**src/design/ssr_pkg.sv**
```systemverilog
// ----------------------------------------------------------------------------
// Servo slew ramp package
// Shared constants, register indexes, sequencer states and the control and
// status structs that pass between the sequencer and the datapath.
// ----------------------------------------------------------------------------
package ssr_pkg;

   localparam int NUM_SERVOS_DEF = 4;
   localparam int FRAC_BITS_DEF  = 16;

   localparam int ANGLE_W    = 8;
   localparam int PULSE_W    = 12;
   localparam int RESP_W     = 16;
   localparam int RATE_W     = 17;
   localparam int OPEN_W     = 4;
   localparam int CSR_IDX_W  = 3;
   localparam int CSR_DATA_W = 17;

   localparam int DIV_W = 33;
   localparam int DSR_W = 24;
   localparam int CNT_W = $clog2(DIV_W + 1);

   localparam int PULSE_BASE = 600;
   localparam int MS_PER_S   = 1000;

   localparam logic [RESP_W-1:0]  RESP_RST       = 16'd250;
   localparam logic [RATE_W-1:0]  RATE_RST       = 17'd1000;
   localparam logic [ANGLE_W-1:0] RIGHT_HIGH_RST = 8'd170;
   localparam logic [ANGLE_W-1:0] RIGHT_LOW_RST  = 8'd40;
   localparam logic [ANGLE_W-1:0] MID_FIRST_RST  = 8'd50;
   localparam logic [ANGLE_W-1:0] MID_SECOND_RST = 8'd160;

   localparam logic [CSR_IDX_W-1:0] CSR_RESPONSE_MS = 3'd0;
   localparam logic [CSR_IDX_W-1:0] CSR_TICK_RATE   = 3'd1;
   localparam logic [CSR_IDX_W-1:0] CSR_RIGHT_HIGH  = 3'd2;
   localparam logic [CSR_IDX_W-1:0] CSR_RIGHT_LOW   = 3'd3;
   localparam logic [CSR_IDX_W-1:0] CSR_MID_FIRST   = 3'd4;
   localparam logic [CSR_IDX_W-1:0] CSR_MID_SECOND  = 3'd5;

   localparam logic [1:0] ROLE_FRONT_RIGHT = 2'd0;
   localparam logic [1:0] ROLE_BACK_RIGHT  = 2'd1;
   localparam logic [1:0] ROLE_FRONT_MID   = 2'd2;
   localparam logic [1:0] ROLE_BACK_MID    = 2'd3;

   typedef enum logic [2:0] {
      ST_IDLE,
      ST_DCALC,
      ST_DWAIT,
      ST_SERVO,
      ST_SWAIT,
      ST_DONE
   } seq_state_type;

   typedef enum logic [1:0] {
      ACT_NONE,
      ACT_HOLD,
      ACT_STOP,
      ACT_STEP
   } servo_act_type;

   typedef struct packed {
      logic req_fire;
      logic d_dirty;
      logic div_done;
      logic servo_moving;
      logic servo_at_goal;
      logic last_servo;
      logic rsp_free;
   } seq_status_type;

   typedef struct packed {
      logic          req_ready;
      logic          div_start_d;
      logic          div_start_step;
      logic          d_load;
      servo_act_type act;
      logic          idx_next;
      logic          rsp_load;
   } seq_ctrl_type;

endpackage

```
**src/design/ssr_divider.sv**
```systemverilog
// ----------------------------------------------------------------------------
// Servo slew ramp shared divider
// Restoring divider that retires one quotient bit per cycle. The dividend is
// left-aligned so that only num_bits iterations are spent.
// ----------------------------------------------------------------------------
module ssr_divider (
   input  logic                        clock,
   input  logic                        reset,
   input  logic                        start,
   input  logic [ssr_pkg::CNT_W-1:0]   num_bits,
   input  logic [ssr_pkg::DIV_W-1:0]   dividend,
   input  logic [ssr_pkg::DSR_W-1:0]   divisor,
   output logic                        busy,
   output logic                        done,
   output logic [ssr_pkg::DIV_W-1:0]   quotient
);

   localparam int DW = ssr_pkg::DIV_W;
   localparam int SW = ssr_pkg::DSR_W;
   localparam int CW = ssr_pkg::CNT_W;

   logic [DW-1:0] quo_ff, quo_in;
   logic [SW-1:0] rem_ff, rem_in;
   logic [SW-1:0] dsr_ff, dsr_in;
   logic [CW-1:0] cnt_ff, cnt_in;
   logic          busy_ff, busy_in;
   logic          done_ff, done_in;

   logic [SW:0]   trial;
   logic          ge;
   logic [CW-1:0] align;

   assign trial = {rem_ff, quo_ff[DW-1]};
   assign ge    = trial >= {1'b0, dsr_ff};
   assign align = CW'(DW) - num_bits;

   always_comb begin
      quo_in  = quo_ff;
      rem_in  = rem_ff;
      dsr_in  = dsr_ff;
      cnt_in  = cnt_ff;
      busy_in = busy_ff;
      done_in = 1'b0;
      if (start) begin
         quo_in  = dividend << align;
         rem_in  = '0;
         dsr_in  = divisor;
         cnt_in  = num_bits;
         busy_in = 1'b1;
      end else if (busy_ff) begin
         quo_in = {quo_ff[DW-2:0], ge};
         rem_in = ge ? SW'(trial - {1'b0, dsr_ff}) : trial[SW-1:0];
         cnt_in = cnt_ff - CW'(1);
         if (cnt_ff == CW'(1)) begin
            busy_in = 1'b0;
            done_in = 1'b1;
         end
      end
   end

   always_ff @(posedge clock) begin
      if (reset) begin
         busy_ff <= 1'b0;
         done_ff <= 1'b0;
         cnt_ff  <= '0;
      end else begin
         busy_ff <= busy_in;
         done_ff <= done_in;
         cnt_ff  <= cnt_in;
      end
      quo_ff <= quo_in;
      rem_ff <= rem_in;
      dsr_ff <= dsr_in;
   end

   assign busy     = busy_ff;
   assign done     = done_ff;
   assign quotient = quo_ff;

endmodule

```
**src/design/ssr_seq.sv**
```systemverilog
// ----------------------------------------------------------------------------
// Servo slew ramp sequencer
// Walks one tick through the optional ramp divisor update and the servos in
// turn, starting the shared divider and steering the datapath updates.
// ----------------------------------------------------------------------------
module ssr_seq (
   input  logic                    clock,
   input  logic                    reset,
   input  ssr_pkg::seq_status_type status,
   output ssr_pkg::seq_ctrl_type   ctrl
);

   ssr_pkg::seq_state_type state_ff, state_in;

   always_comb begin
      state_in = state_ff;
      unique case (state_ff)
         ssr_pkg::ST_IDLE: begin
            if (status.req_fire) begin
               state_in = status.d_dirty ? ssr_pkg::ST_DCALC : ssr_pkg::ST_SERVO;
            end
         end
         ssr_pkg::ST_DCALC: begin
            state_in = ssr_pkg::ST_DWAIT;
         end
         ssr_pkg::ST_DWAIT: begin
            if (status.div_done) begin
               state_in = ssr_pkg::ST_SERVO;
            end
         end
         ssr_pkg::ST_SERVO: begin
            if (status.servo_moving && !status.servo_at_goal) begin
               state_in = ssr_pkg::ST_SWAIT;
            end else if (status.last_servo) begin
               state_in = ssr_pkg::ST_DONE;
            end
         end
         ssr_pkg::ST_SWAIT: begin
            if (status.div_done) begin
               state_in = status.last_servo ? ssr_pkg::ST_DONE : ssr_pkg::ST_SERVO;
            end
         end
         ssr_pkg::ST_DONE: begin
            if (status.rsp_free) begin
               state_in = ssr_pkg::ST_IDLE;
            end
         end
         default: begin
            state_in = ssr_pkg::ST_IDLE;
         end
      endcase
   end

   always_comb begin
      ctrl                = '0;
      ctrl.act            = ssr_pkg::ACT_NONE;
      unique case (state_ff)
         ssr_pkg::ST_IDLE: begin
            ctrl.req_ready = 1'b1;
         end
         ssr_pkg::ST_DCALC: begin
            ctrl.div_start_d = 1'b1;
         end
         ssr_pkg::ST_DWAIT: begin
            ctrl.d_load = status.div_done;
         end
         ssr_pkg::ST_SERVO: begin
            if (!status.servo_moving) begin
               ctrl.act      = ssr_pkg::ACT_HOLD;
               ctrl.idx_next = 1'b1;
            end else if (status.servo_at_goal) begin
               ctrl.act      = ssr_pkg::ACT_STOP;
               ctrl.idx_next = 1'b1;
            end else begin
               ctrl.div_start_step = 1'b1;
            end
         end
         ssr_pkg::ST_SWAIT: begin
            if (status.div_done) begin
               ctrl.act      = ssr_pkg::ACT_STEP;
               ctrl.idx_next = 1'b1;
            end
         end
         ssr_pkg::ST_DONE: begin
            ctrl.rsp_load = status.rsp_free;
         end
         default: begin
            ctrl.act = ssr_pkg::ACT_NONE;
         end
      endcase
   end

   always_ff @(posedge clock) begin
      if (reset) begin
         state_ff <= ssr_pkg::ST_IDLE;
      end else begin
         state_ff <= state_in;
      end
   end

endmodule

```
**src/design/servo_slew_ramp_four_channel.sv**
```systemverilog
// Each tick walks the servos in turn. A stepping servo runs its ramp step through the shared
// bit-serial divider, and a servo that stops or holds does not use the divider. The first
// tick after reset or after a response time or tick rate write also computes the divisor.
// A new tick is taken only in the idle state, once the previous report has been loaded.
// Synchronous reset restores the register defaults and clears all servo state, except that
// every servo's moving flag is set.
// ----------------------------------------------------------------------------
// Four-channel servo slew ramp
// Each tick runs at most one ramp step per servo and loads its new goal from the tick's
// open flags, then reports the held compare values and moving flags.
// ----------------------------------------------------------------------------
module servo_slew_ramp_four_channel #(
   parameter int NUM_SERVOS = ssr_pkg::NUM_SERVOS_DEF,
   parameter int FRAC_BITS  = ssr_pkg::FRAC_BITS_DEF
) (
   input  logic                             clock,
   input  logic                             reset,
   input  logic                             req_valid,
   output logic                             req_stall,
   input  logic [ssr_pkg::OPEN_W-1:0]       req_open_bits,
   output logic                             rsp_valid,
   input  logic                             rsp_stall,
   output logic [ssr_pkg::PULSE_W-1:0]      rsp_pulse_front_right,
   output logic [ssr_pkg::PULSE_W-1:0]      rsp_pulse_back_right,
   output logic [ssr_pkg::PULSE_W-1:0]      rsp_pulse_front_mid,
   output logic [ssr_pkg::PULSE_W-1:0]      rsp_pulse_back_mid,
   output logic [ssr_pkg::OPEN_W-1:0]       rsp_moving_bits,
   input  logic                             csr_valid,
   output logic                             csr_ready,
   input  logic [ssr_pkg::CSR_IDX_W-1:0]    csr_index,
   input  logic [ssr_pkg::CSR_DATA_W-1:0]   csr_data
);

   localparam int AW    = ssr_pkg::ANGLE_W;
   localparam int PW    = ssr_pkg::PULSE_W;
   localparam int POS_W = AW + FRAC_BITS;
   localparam int IDX_W = (NUM_SERVOS > 1) ? $clog2(NUM_SERVOS) : 1;
   localparam int CW    = ssr_pkg::CNT_W;
   localparam int DW    = ssr_pkg::DIV_W;
   localparam int SW    = ssr_pkg::DSR_W;

   ssr_pkg::seq_status_type status;
   ssr_pkg::seq_ctrl_type   ctrl;

   logic [ssr_pkg::RESP_W-1:0] resp_ff, resp_in;
   logic [ssr_pkg::RATE_W-1:0] rate_ff, rate_in;
   logic [AW-1:0] right_high_ff, right_high_in;
   logic [AW-1:0] right_low_ff, right_low_in;
   logic [AW-1:0] mid_first_ff, mid_first_in;
   logic [AW-1:0] mid_second_ff, mid_second_in;
   logic          d_dirty_ff, d_dirty_in;
   logic [SW-1:0] d_ff, d_in;

   logic [POS_W-1:0] pos_ff [NUM_SERVOS];
   logic [POS_W-1:0] pos_in [NUM_SERVOS];
   logic [AW-1:0]    start_ff [NUM_SERVOS];
   logic [AW-1:0]    start_in [NUM_SERVOS];
   logic [AW-1:0]    goal_ff [NUM_SERVOS];
   logic [AW-1:0]    goal_in [NUM_SERVOS];
   logic [PW-1:0]    cmp_ff [NUM_SERVOS];
   logic [PW-1:0]    cmp_in [NUM_SERVOS];
   logic [NUM_SERVOS-1:0] moving_ff, moving_in;
   logic [NUM_SERVOS-1:0] mbits_ff, mbits_in;

   logic [IDX_W-1:0] idx_ff, idx_in;
   logic [ssr_pkg::OPEN_W-1:0] open_ff, open_in;

   logic          rsp_valid_ff, rsp_valid_in;
   logic [PW-1:0] rsp_pulse_ff [4];
   logic [PW-1:0] rsp_pulse_in [4];
   logic [3:0]    rsp_mbits_ff, rsp_mbits_in;
   logic [PW-1:0] pulse_src [4];
   logic [3:0]    mbits_src;

   logic          req_fire;
   logic          div_start, div_busy, div_done;
   logic [CW-1:0] div_bits;
   logic [DW-1:0] div_dividend, div_quotient;
   logic [SW-1:0] div_divisor;
   logic [DW-1:0] prod;

   logic [2:0]       idx_ext;
   logic [1:0]       role;
   logic             open_bit;
   logic [AW-1:0]    new_goal;
   logic [POS_W-1:0] cur_pos, mag, pos_up, pos_dn, pos_new;
   logic [POS_W:0]   pos_sum;
   logic [AW-1:0]    cur_goal, cur_start, diff, pos_int;
   logic             up;
   logic [PW-1:0]    pulse_new;

   assign req_fire  = req_valid && !req_stall;
   assign req_stall = !ctrl.req_ready;
   assign csr_ready = 1'b1;

   // Configuration registers.
   always_comb begin
      resp_in       = resp_ff;
      rate_in       = rate_ff;
      right_high_in = right_high_ff;
      right_low_in  = right_low_ff;
      mid_first_in  = mid_first_ff;
      mid_second_in = mid_second_ff;
      d_dirty_in    = ctrl.d_load ? 1'b0 : d_dirty_ff;
      if (csr_valid && csr_ready) begin
         unique case (csr_index)
            ssr_pkg::CSR_RESPONSE_MS: begin
               resp_in    = csr_data[ssr_pkg::RESP_W-1:0];
               d_dirty_in = 1'b1;
            end
            ssr_pkg::CSR_TICK_RATE: begin
               rate_in    = csr_data[ssr_pkg::RATE_W-1:0];
               d_dirty_in = 1'b1;
            end
            ssr_pkg::CSR_RIGHT_HIGH: right_high_in = csr_data[AW-1:0];
            ssr_pkg::CSR_RIGHT_LOW:  right_low_in  = csr_data[AW-1:0];
            ssr_pkg::CSR_MID_FIRST:  mid_first_in  = csr_data[AW-1:0];
            ssr_pkg::CSR_MID_SECOND: mid_second_in = csr_data[AW-1:0];
            default: begin
            end
         endcase
      end
   end

   assign prod = DW'(resp_ff) * DW'(rate_ff);
   assign d_in = ctrl.d_load ? ((div_quotient == '0) ? SW'(1) : div_quotient[SW-1:0]) : d_ff;

   // Current servo.
   assign idx_ext   = 3'(idx_ff);
   assign role      = idx_ext[1:0];
   assign open_bit  = open_ff[role];
   assign cur_pos   = pos_ff[idx_ff];
   assign cur_goal  = goal_ff[idx_ff];
   assign cur_start = start_ff[idx_ff];
   assign up        = cur_goal >= cur_start;
   assign diff      = up ? (cur_goal - cur_start) : (cur_start - cur_goal);

   always_comb begin
      unique case (role)
         ssr_pkg::ROLE_FRONT_RIGHT: new_goal = open_bit ? right_high_ff : right_low_ff;
         ssr_pkg::ROLE_BACK_RIGHT:  new_goal = open_bit ? right_low_ff : right_high_ff;
         ssr_pkg::ROLE_FRONT_MID:   new_goal = open_bit ? mid_first_ff : mid_second_ff;
         ssr_pkg::ROLE_BACK_MID:    new_goal = open_bit ? mid_second_ff : mid_first_ff;
         default:                   new_goal = right_low_ff;
      endcase
   end

   assign mag     = div_quotient[POS_W-1:0];
   assign pos_sum = {1'b0, cur_pos} + {1'b0, mag};
   assign pos_up  = pos_sum[POS_W] ? {POS_W{1'b1}} : pos_sum[POS_W-1:0];
   assign pos_dn  = (mag > cur_pos) ? '0 : (cur_pos - mag);
   assign pos_new = up ? pos_up : pos_dn;
   assign pos_int = pos_new[POS_W-1 -: AW];
   assign pulse_new = PW'(ssr_pkg::PULSE_BASE) + (PW'(pos_int) << 3) + (PW'(pos_int) << 1);

   // Shared divider operands.
   assign div_start    = ctrl.div_start_d || ctrl.div_start_step;
   assign div_bits     = ctrl.div_start_d ? CW'(DW) : CW'(POS_W);
   assign div_dividend = ctrl.div_start_d ? prod : DW'({diff, {FRAC_BITS{1'b0}}});
   assign div_divisor  = ctrl.div_start_d ? SW'(ssr_pkg::MS_PER_S) : d_ff;

   ssr_divider u_divider (
      .clock    (clock),
      .reset    (reset),
      .start    (div_start),
      .num_bits (div_bits),
      .dividend (div_dividend),
      .divisor  (div_divisor),
      .busy     (div_busy),
      .done     (div_done),
      .quotient (div_quotient)
   );

   // Servo state updates.
   always_comb begin
      pos_in    = pos_ff;
      start_in  = start_ff;
      goal_in   = goal_ff;
      cmp_in    = cmp_ff;
      moving_in = moving_ff;
      mbits_in  = mbits_ff;
      unique case (ctrl.act)
         ssr_pkg::ACT_HOLD: begin
            mbits_in[idx_ff]  = 1'b0;
            goal_in[idx_ff]   = new_goal;
            moving_in[idx_ff] = 1'b1;
         end
         ssr_pkg::ACT_STOP: begin
            start_in[idx_ff]  = cur_goal;
            mbits_in[idx_ff]  = 1'b0;
            goal_in[idx_ff]   = new_goal;
            moving_in[idx_ff] = 1'b1;
         end
         ssr_pkg::ACT_STEP: begin
            pos_in[idx_ff]    = pos_new;
            cmp_in[idx_ff]    = pulse_new;
            mbits_in[idx_ff]  = 1'b1;
            goal_in[idx_ff]   = new_goal;
            moving_in[idx_ff] = 1'b1;
         end
         default: begin
         end
      endcase
   end

   always_comb begin
      idx_in = idx_ff;
      if (ctrl.idx_next) begin
         idx_in = status.last_servo ? '0 : (idx_ff + IDX_W'(1));
      end
   end

   assign open_in = req_fire ? req_open_bits : open_ff;

   // Result register.
   for (genvar k = 0; k < 4; k++) begin : g_src
      if (k < NUM_SERVOS) begin : g_live
         assign pulse_src[k] = cmp_ff[k];
         assign mbits_src[k] = mbits_ff[k];
      end else begin : g_none
         assign pulse_src[k] = '0;
         assign mbits_src[k] = 1'b0;
      end
   end

   always_comb begin
      rsp_pulse_in = rsp_pulse_ff;
      rsp_mbits_in = rsp_mbits_ff;
      rsp_valid_in = rsp_valid_ff && rsp_stall;
      if (ctrl.rsp_load) begin
         rsp_pulse_in = pulse_src;
         rsp_mbits_in = mbits_src;
         rsp_valid_in = 1'b1;
      end
   end

   assign status.req_fire      = req_fire;
   assign status.d_dirty       = d_dirty_ff;
   assign status.div_done      = div_done;
   assign status.servo_moving  = moving_ff[idx_ff];
   assign status.servo_at_goal = (cur_pos[POS_W-1 -: AW] == cur_goal);
   assign status.last_servo    = (idx_ff == IDX_W'(NUM_SERVOS - 1));
   assign status.rsp_free      = !rsp_valid_ff || !rsp_stall;

   ssr_seq u_seq (
      .clock  (clock),
      .reset  (reset),
      .status (status),
      .ctrl   (ctrl)
   );

   always_ff @(posedge clock) begin
      if (reset) begin
         resp_ff       <= ssr_pkg::RESP_RST;
         rate_ff       <= ssr_pkg::RATE_RST;
         right_high_ff <= ssr_pkg::RIGHT_HIGH_RST;
         right_low_ff  <= ssr_pkg::RIGHT_LOW_RST;
         mid_first_ff  <= ssr_pkg::MID_FIRST_RST;
         mid_second_ff <= ssr_pkg::MID_SECOND_RST;
         d_dirty_ff    <= 1'b1;
         moving_ff     <= '1;
         mbits_ff      <= '0;
         idx_ff        <= '0;
         rsp_valid_ff  <= 1'b0;
         for (int i = 0; i < NUM_SERVOS; i++) begin
            pos_ff[i]   <= '0;
            start_ff[i] <= '0;
            goal_ff[i]  <= '0;
            cmp_ff[i]   <= '0;
         end
      end else begin
         resp_ff       <= resp_in;
         rate_ff       <= rate_in;
         right_high_ff <= right_high_in;
         right_low_ff  <= right_low_in;
         mid_first_ff  <= mid_first_in;
         mid_second_ff <= mid_second_in;
         d_dirty_ff    <= d_dirty_in;
         moving_ff     <= moving_in;
         mbits_ff      <= mbits_in;
         idx_ff        <= idx_in;
         rsp_valid_ff  <= rsp_valid_in;
         pos_ff        <= pos_in;
         start_ff      <= start_in;
         goal_ff       <= goal_in;
         cmp_ff        <= cmp_in;
      end
      d_ff         <= d_in;
      open_ff      <= open_in;
      rsp_pulse_ff <= rsp_pulse_in;
      rsp_mbits_ff <= rsp_mbits_in;
   end

   assign rsp_valid             = rsp_valid_ff;
   assign rsp_pulse_front_right = rsp_pulse_ff[0];
   assign rsp_pulse_back_right  = rsp_pulse_ff[1];
   assign rsp_pulse_front_mid   = rsp_pulse_ff[2];
   assign rsp_pulse_back_mid    = rsp_pulse_ff[3];
   assign rsp_moving_bits       = rsp_mbits_ff;

   a_div_start_idle: assert property (@(posedge clock) disable iff (reset)
      div_start |-> !div_busy)
      else $error("divider started while busy");

   a_divisor_nonzero: assert property (@(posedge clock) disable iff (reset)
      ctrl.div_start_step |-> (d_ff != '0) && !d_dirty_ff)
      else $error("ramp step started without a valid divisor");

   a_idx_range: assert property (@(posedge clock) disable iff (reset)
      idx_ff <= IDX_W'(NUM_SERVOS - 1))
      else $error("servo index out of range");

   a_load_after_done: assert property (@(posedge clock) disable iff (reset)
      ctrl.act == ssr_pkg::ACT_STEP |-> div_done)
      else $error("ramp step applied without a divider result");

endmodule
```
**config.mk**
```make
export PLATFORM = sky130hd
export DESIGN_NAME = servo_slew_ramp_four_channel
export DESIGN_NICKNAME = d
export VERILOG_FILES = /design/src/design/ssr_pkg.sv /design/src/design/ssr_divider.sv /design/src/design/ssr_seq.sv /design/src/design/servo_slew_ramp_four_channel.sv
export SDC_FILE = /design/constraint.sdc
export NUM_CORES = 2
export LEC_CHECK = 0
export BUFFER_PORTS_ARGS = -buffer_cell sky130_fd_sc_hd__buf_2
export CORE_ASPECT_RATIO = 0.75
export CORE_UTILIZATION = 35
export DETAILED_ROUTE_END_ITERATION = 12
export PLACE_DENSITY = 0.56
export SKIP_CTS_REPAIR_TIMING = 1
export SYNTH_ARGS = -nofsm -noshare
export SYNTH_HDL_FRONTEND = slang
export SYNTH_SLANG_ARGS = --single-unit
export TNS_END_PERCENT = 30
```
**constraint.sdc**
```tcl
create_clock -name clock -period 6.4 [get_ports clock]
set_input_delay 0.64 -clock clock [delete_from_list [all_inputs] [get_ports clock]]
set_output_delay 0.64 -clock clock [all_outputs]
set_load 0.01 [all_outputs]
```
==> impl_metrics.json <==
{
  "drc_errors": 0,
  "peakVddDrop_v": 0.000438,
  "antenna_found_initial": 0,
  "grt_first_pass_wirelength_mm": 139,
  "die_y_um": 264,
  "synth_top_cell_by_area": "dfxtp_1",
  "timing.fmax_mhz": 161,
  "ys_seq_elements": 441,
  "cts_tree": "done",
  "syn_area_per_cell_sq_um": 8.95,
  "numCtsBuffers": 47,
  "hold_viol": 0,
  "drv_cap": 0,
  "fin_crit_ns": 6.20,
  "place_area_sq_um": 34300,
  "reg2reg_depth": 23,
  "synth_edf_count": 133,
  "multiInputGateArea_sq_um": 19600,
  "rrSetupSlack_ns": 0.20,
  "syn_inst": 3580,
  "crit_type": "register to register",
  "yosys_warnings": 0,
  "clk_latency_ns": 0.63,
  "core-area_sq_um": 90100,
  "max-slew-margin-rel_pct": 24.2,
  "clk_path_buf_depth": 3,
  "start_util_pct": 35.6,
  "grt_pass1_vias": 24100,
  "worstSetupEndpointType": "register",
  "grt_overflow": 0,
  "leakagePower_uw": 0.0151,
  "hpwlAfterDp_mm": 65.7,
  "synth_cell_types": 95,
  "drive_above_1_share_pct": 12.7,
  "fillCellCount": 9101,
  "drtIter0Drc": 2171,
  "fin_area_sq_um": 36100,
  "firstDrtPassIters": 7,
  "io_buffers": 78,
  "async_reset_ff_share_pct": 0,
  "skew_ns": 0.0375,
  "ys.flop_type": "dfxtp_1",
  "fin_crit_sh_pct": 96.9,
  "synth_area_leaders": "dfxtp_1 19%, fa_1 13%, edfxtp_1 12%",
  "syn_to_final_growth_pct": 12.7,
  "outcome": "finished, final reports clean",
  "vias_per_cell": 5.12,
  "clock_sinks": 441,
  "drt_wl_total_mm": 87.6,
  "htree_num_levels": 2,
  "power.density_nw_per_um2": 368,
  "die_area_sq_um": 92800,
  "diodes": 0,
  "dieWidth_um": 351,
  "yosys-top-cells-count": "462 x nand2_1, 374 x inv_1, 308 x dfxtp_1, 268 x nor2_1, 258 x a21oi_1",
  "vias": 25100,
  "tightestPinTransition_ns": 1.12,
  "worstPathRequired_ns": 6.73,
  "clk_pin_slew_ns": 0.06,
  "seq_area_frac_synth_pct": 31.7,
  "rows": 95,
  "regArea_sq_um": 10200,
  "setup_violations": 0,
  "io_pins": 84,
  "grt_max_degree": 179,
  "drv_slew": 0,
  "final_nets": 4104,
  "synth_most_common_cell": "nand2_1",
  "r2r-end": "u_divider.quotient[27]",
  "hold_ws_ns": 0.195,
  "place_congestion": 0.884,
  "crit_path_end": "u_divider.quotient[27]",
  "synth_area_sq_um": 32000,
  "hold_class": "input pin to register",
  "regToRegStartpoint": "resp_ff[6]",
  "yosysTopAreaCellShare_pct": 19.2,
  "rsz0062_at_grt": "true",
  "cp-start-kind": "register",
  "cp_max_fo": 7,
  "crit_arrival_ns": 6.54,
  "grt_usage_pct": 18.8,
  "ant_nets": 0,
  "cp-startpoint": "resp_ff[6]",
  "wl_per_cell_um": 17.9,
  "clockRootBuffer": "clkbuf_16"
}
-- routing by layer --
| metal | up-vias | global-route usage, % | share of wire [%] |
|---|---|---|---|
| met1 | 12100 | 29.6 | 51 |
| met4 | 0 | 3.81 | 1.4 |
| met2 | 666 | 26.7 | 42 |
| met3 | 81 | 3.01 | 5.9 |
| met5 | - | 0 | 0 |
| li1 | 12200 | - | - |
-- worst max-delay path, stage by stage, from the launching register on --
cell and delay (ns):
dfxtp_2 0.35, buf_4 0.16, and2_1 0.17, fa_1 0.53, inv_1 0.05, fa_1 0.44
fa_2 0.53, inv_1 0.05, fa_1 0.46, fa_1 0.54, inv_1 0.05, fa_1 0.52
inv_1 0.04, ha_1 0.22, a21oi_2 0.16, o21ai_2 0.10, o41a_1 0.34, or3_4 0.35
o21ai_2 0.17, o21ai_1 0.12, buf_4 0.15, a31oi_1 0.18, xor2_1 0.15, o21ai_0 0.08
-- worst min-delay path by stage --
stage,startpoint,to,slack [ns],cells past startpoint
global placement,cmp_ff[8],rsp_pulse_back_mid[8],0.41,0
finish,req_open_bits[1],open_ff[1],0.19,1
floorplan,cmp_ff[10],rsp_pulse_back_mid[10],0.41,0
detailed placement,cmp_ff[4],rsp_pulse_back_mid[4],0.42,0
global route,req_open_bits[2],open_ff[2],0.17,1
CTS,req_open_bits[2],open_ff[2],0.16,1
-- metrics by stage --
stage               total power (uW)  TNS (ns)  utilization [%]  setup slack, ns  cells
floorplan                       8330         0                -          0.00101   3583
global placement               10400   -0.0224             38.1          -0.0146   4801
detailed placement             10400   -0.0711             38.1          -0.0449   4801
CTS                            13200    -0.137             39.8          -0.0740   4889
global route                   14300   -0.0816             40.1          -0.0337   4901
finish                         13300         0             40.1            0.195   4901
-- report_power, final --
group          switching, uW  total (uW)  internal [uW]
Clock                   1250        2760           1520
Sequential               375        3680           3300
Combinational           4120        6850           2730
Total                   5750       13300           7540
-- layout make-up --
cell class,instances,area share (%)
Tap cell,1212,4.20
Multi-Input combinational cell,2528,54.4
Clock buffer,58,3.51
Sequential cell,441,28.2
Clock inverter,30,0.783
Timing Repair Buffer,256,5.00
Inverter,376,3.91
-- flip-flops by register name (all words and copies together), names as in the netlist, 11 cells and up, named ones only --
name / flops
d_ff: 24
rsp_pulse_back_mid: 11
u_divider.dsr_ff: 24
pos_ff: 96
rate_ff: 17
goal_ff: 32
u_divider.rem_ff: 24
rsp_pulse_back_right: 11
rsp_pulse_front_mid: 11
start_ff: 32
resp_ff: 16
u_divider.quotient: 33
cmp_ff: 36
rsp_pulse_front_right: 11
-- kinds of logic after synthesis --
logic type,synth area share [%]
buffers and inverters,7.51
adder cells (fa/ha/maj),21.6
AO/OA/AOI/OAI,14.5
flip-flops,31.7
other,0.0234
AND/OR/NAND/NOR,18.1
XOR/XNOR,1.78
multiplexers,4.77
-- layout by cell type, fill, tap and decap left out, types with 38 or more instances in the layout --
cell type,instances
a21oi_1,255
nand2_1,462
nor3_1,38
xnor2_1,41
mux2i_1,51
inv_1,373
nand3b_1,58
clkbuf_16,47
buf_2,77
mux4_2,42
ha_1,206
a211oi_1,65
dfxtp_1,291
nor2_1,268
o21ai_0,122
and2_1,150
edfxtp_1,133
buf_4,169
fa_1,212
Note: power is estimated with default switching activity, not from simulation.
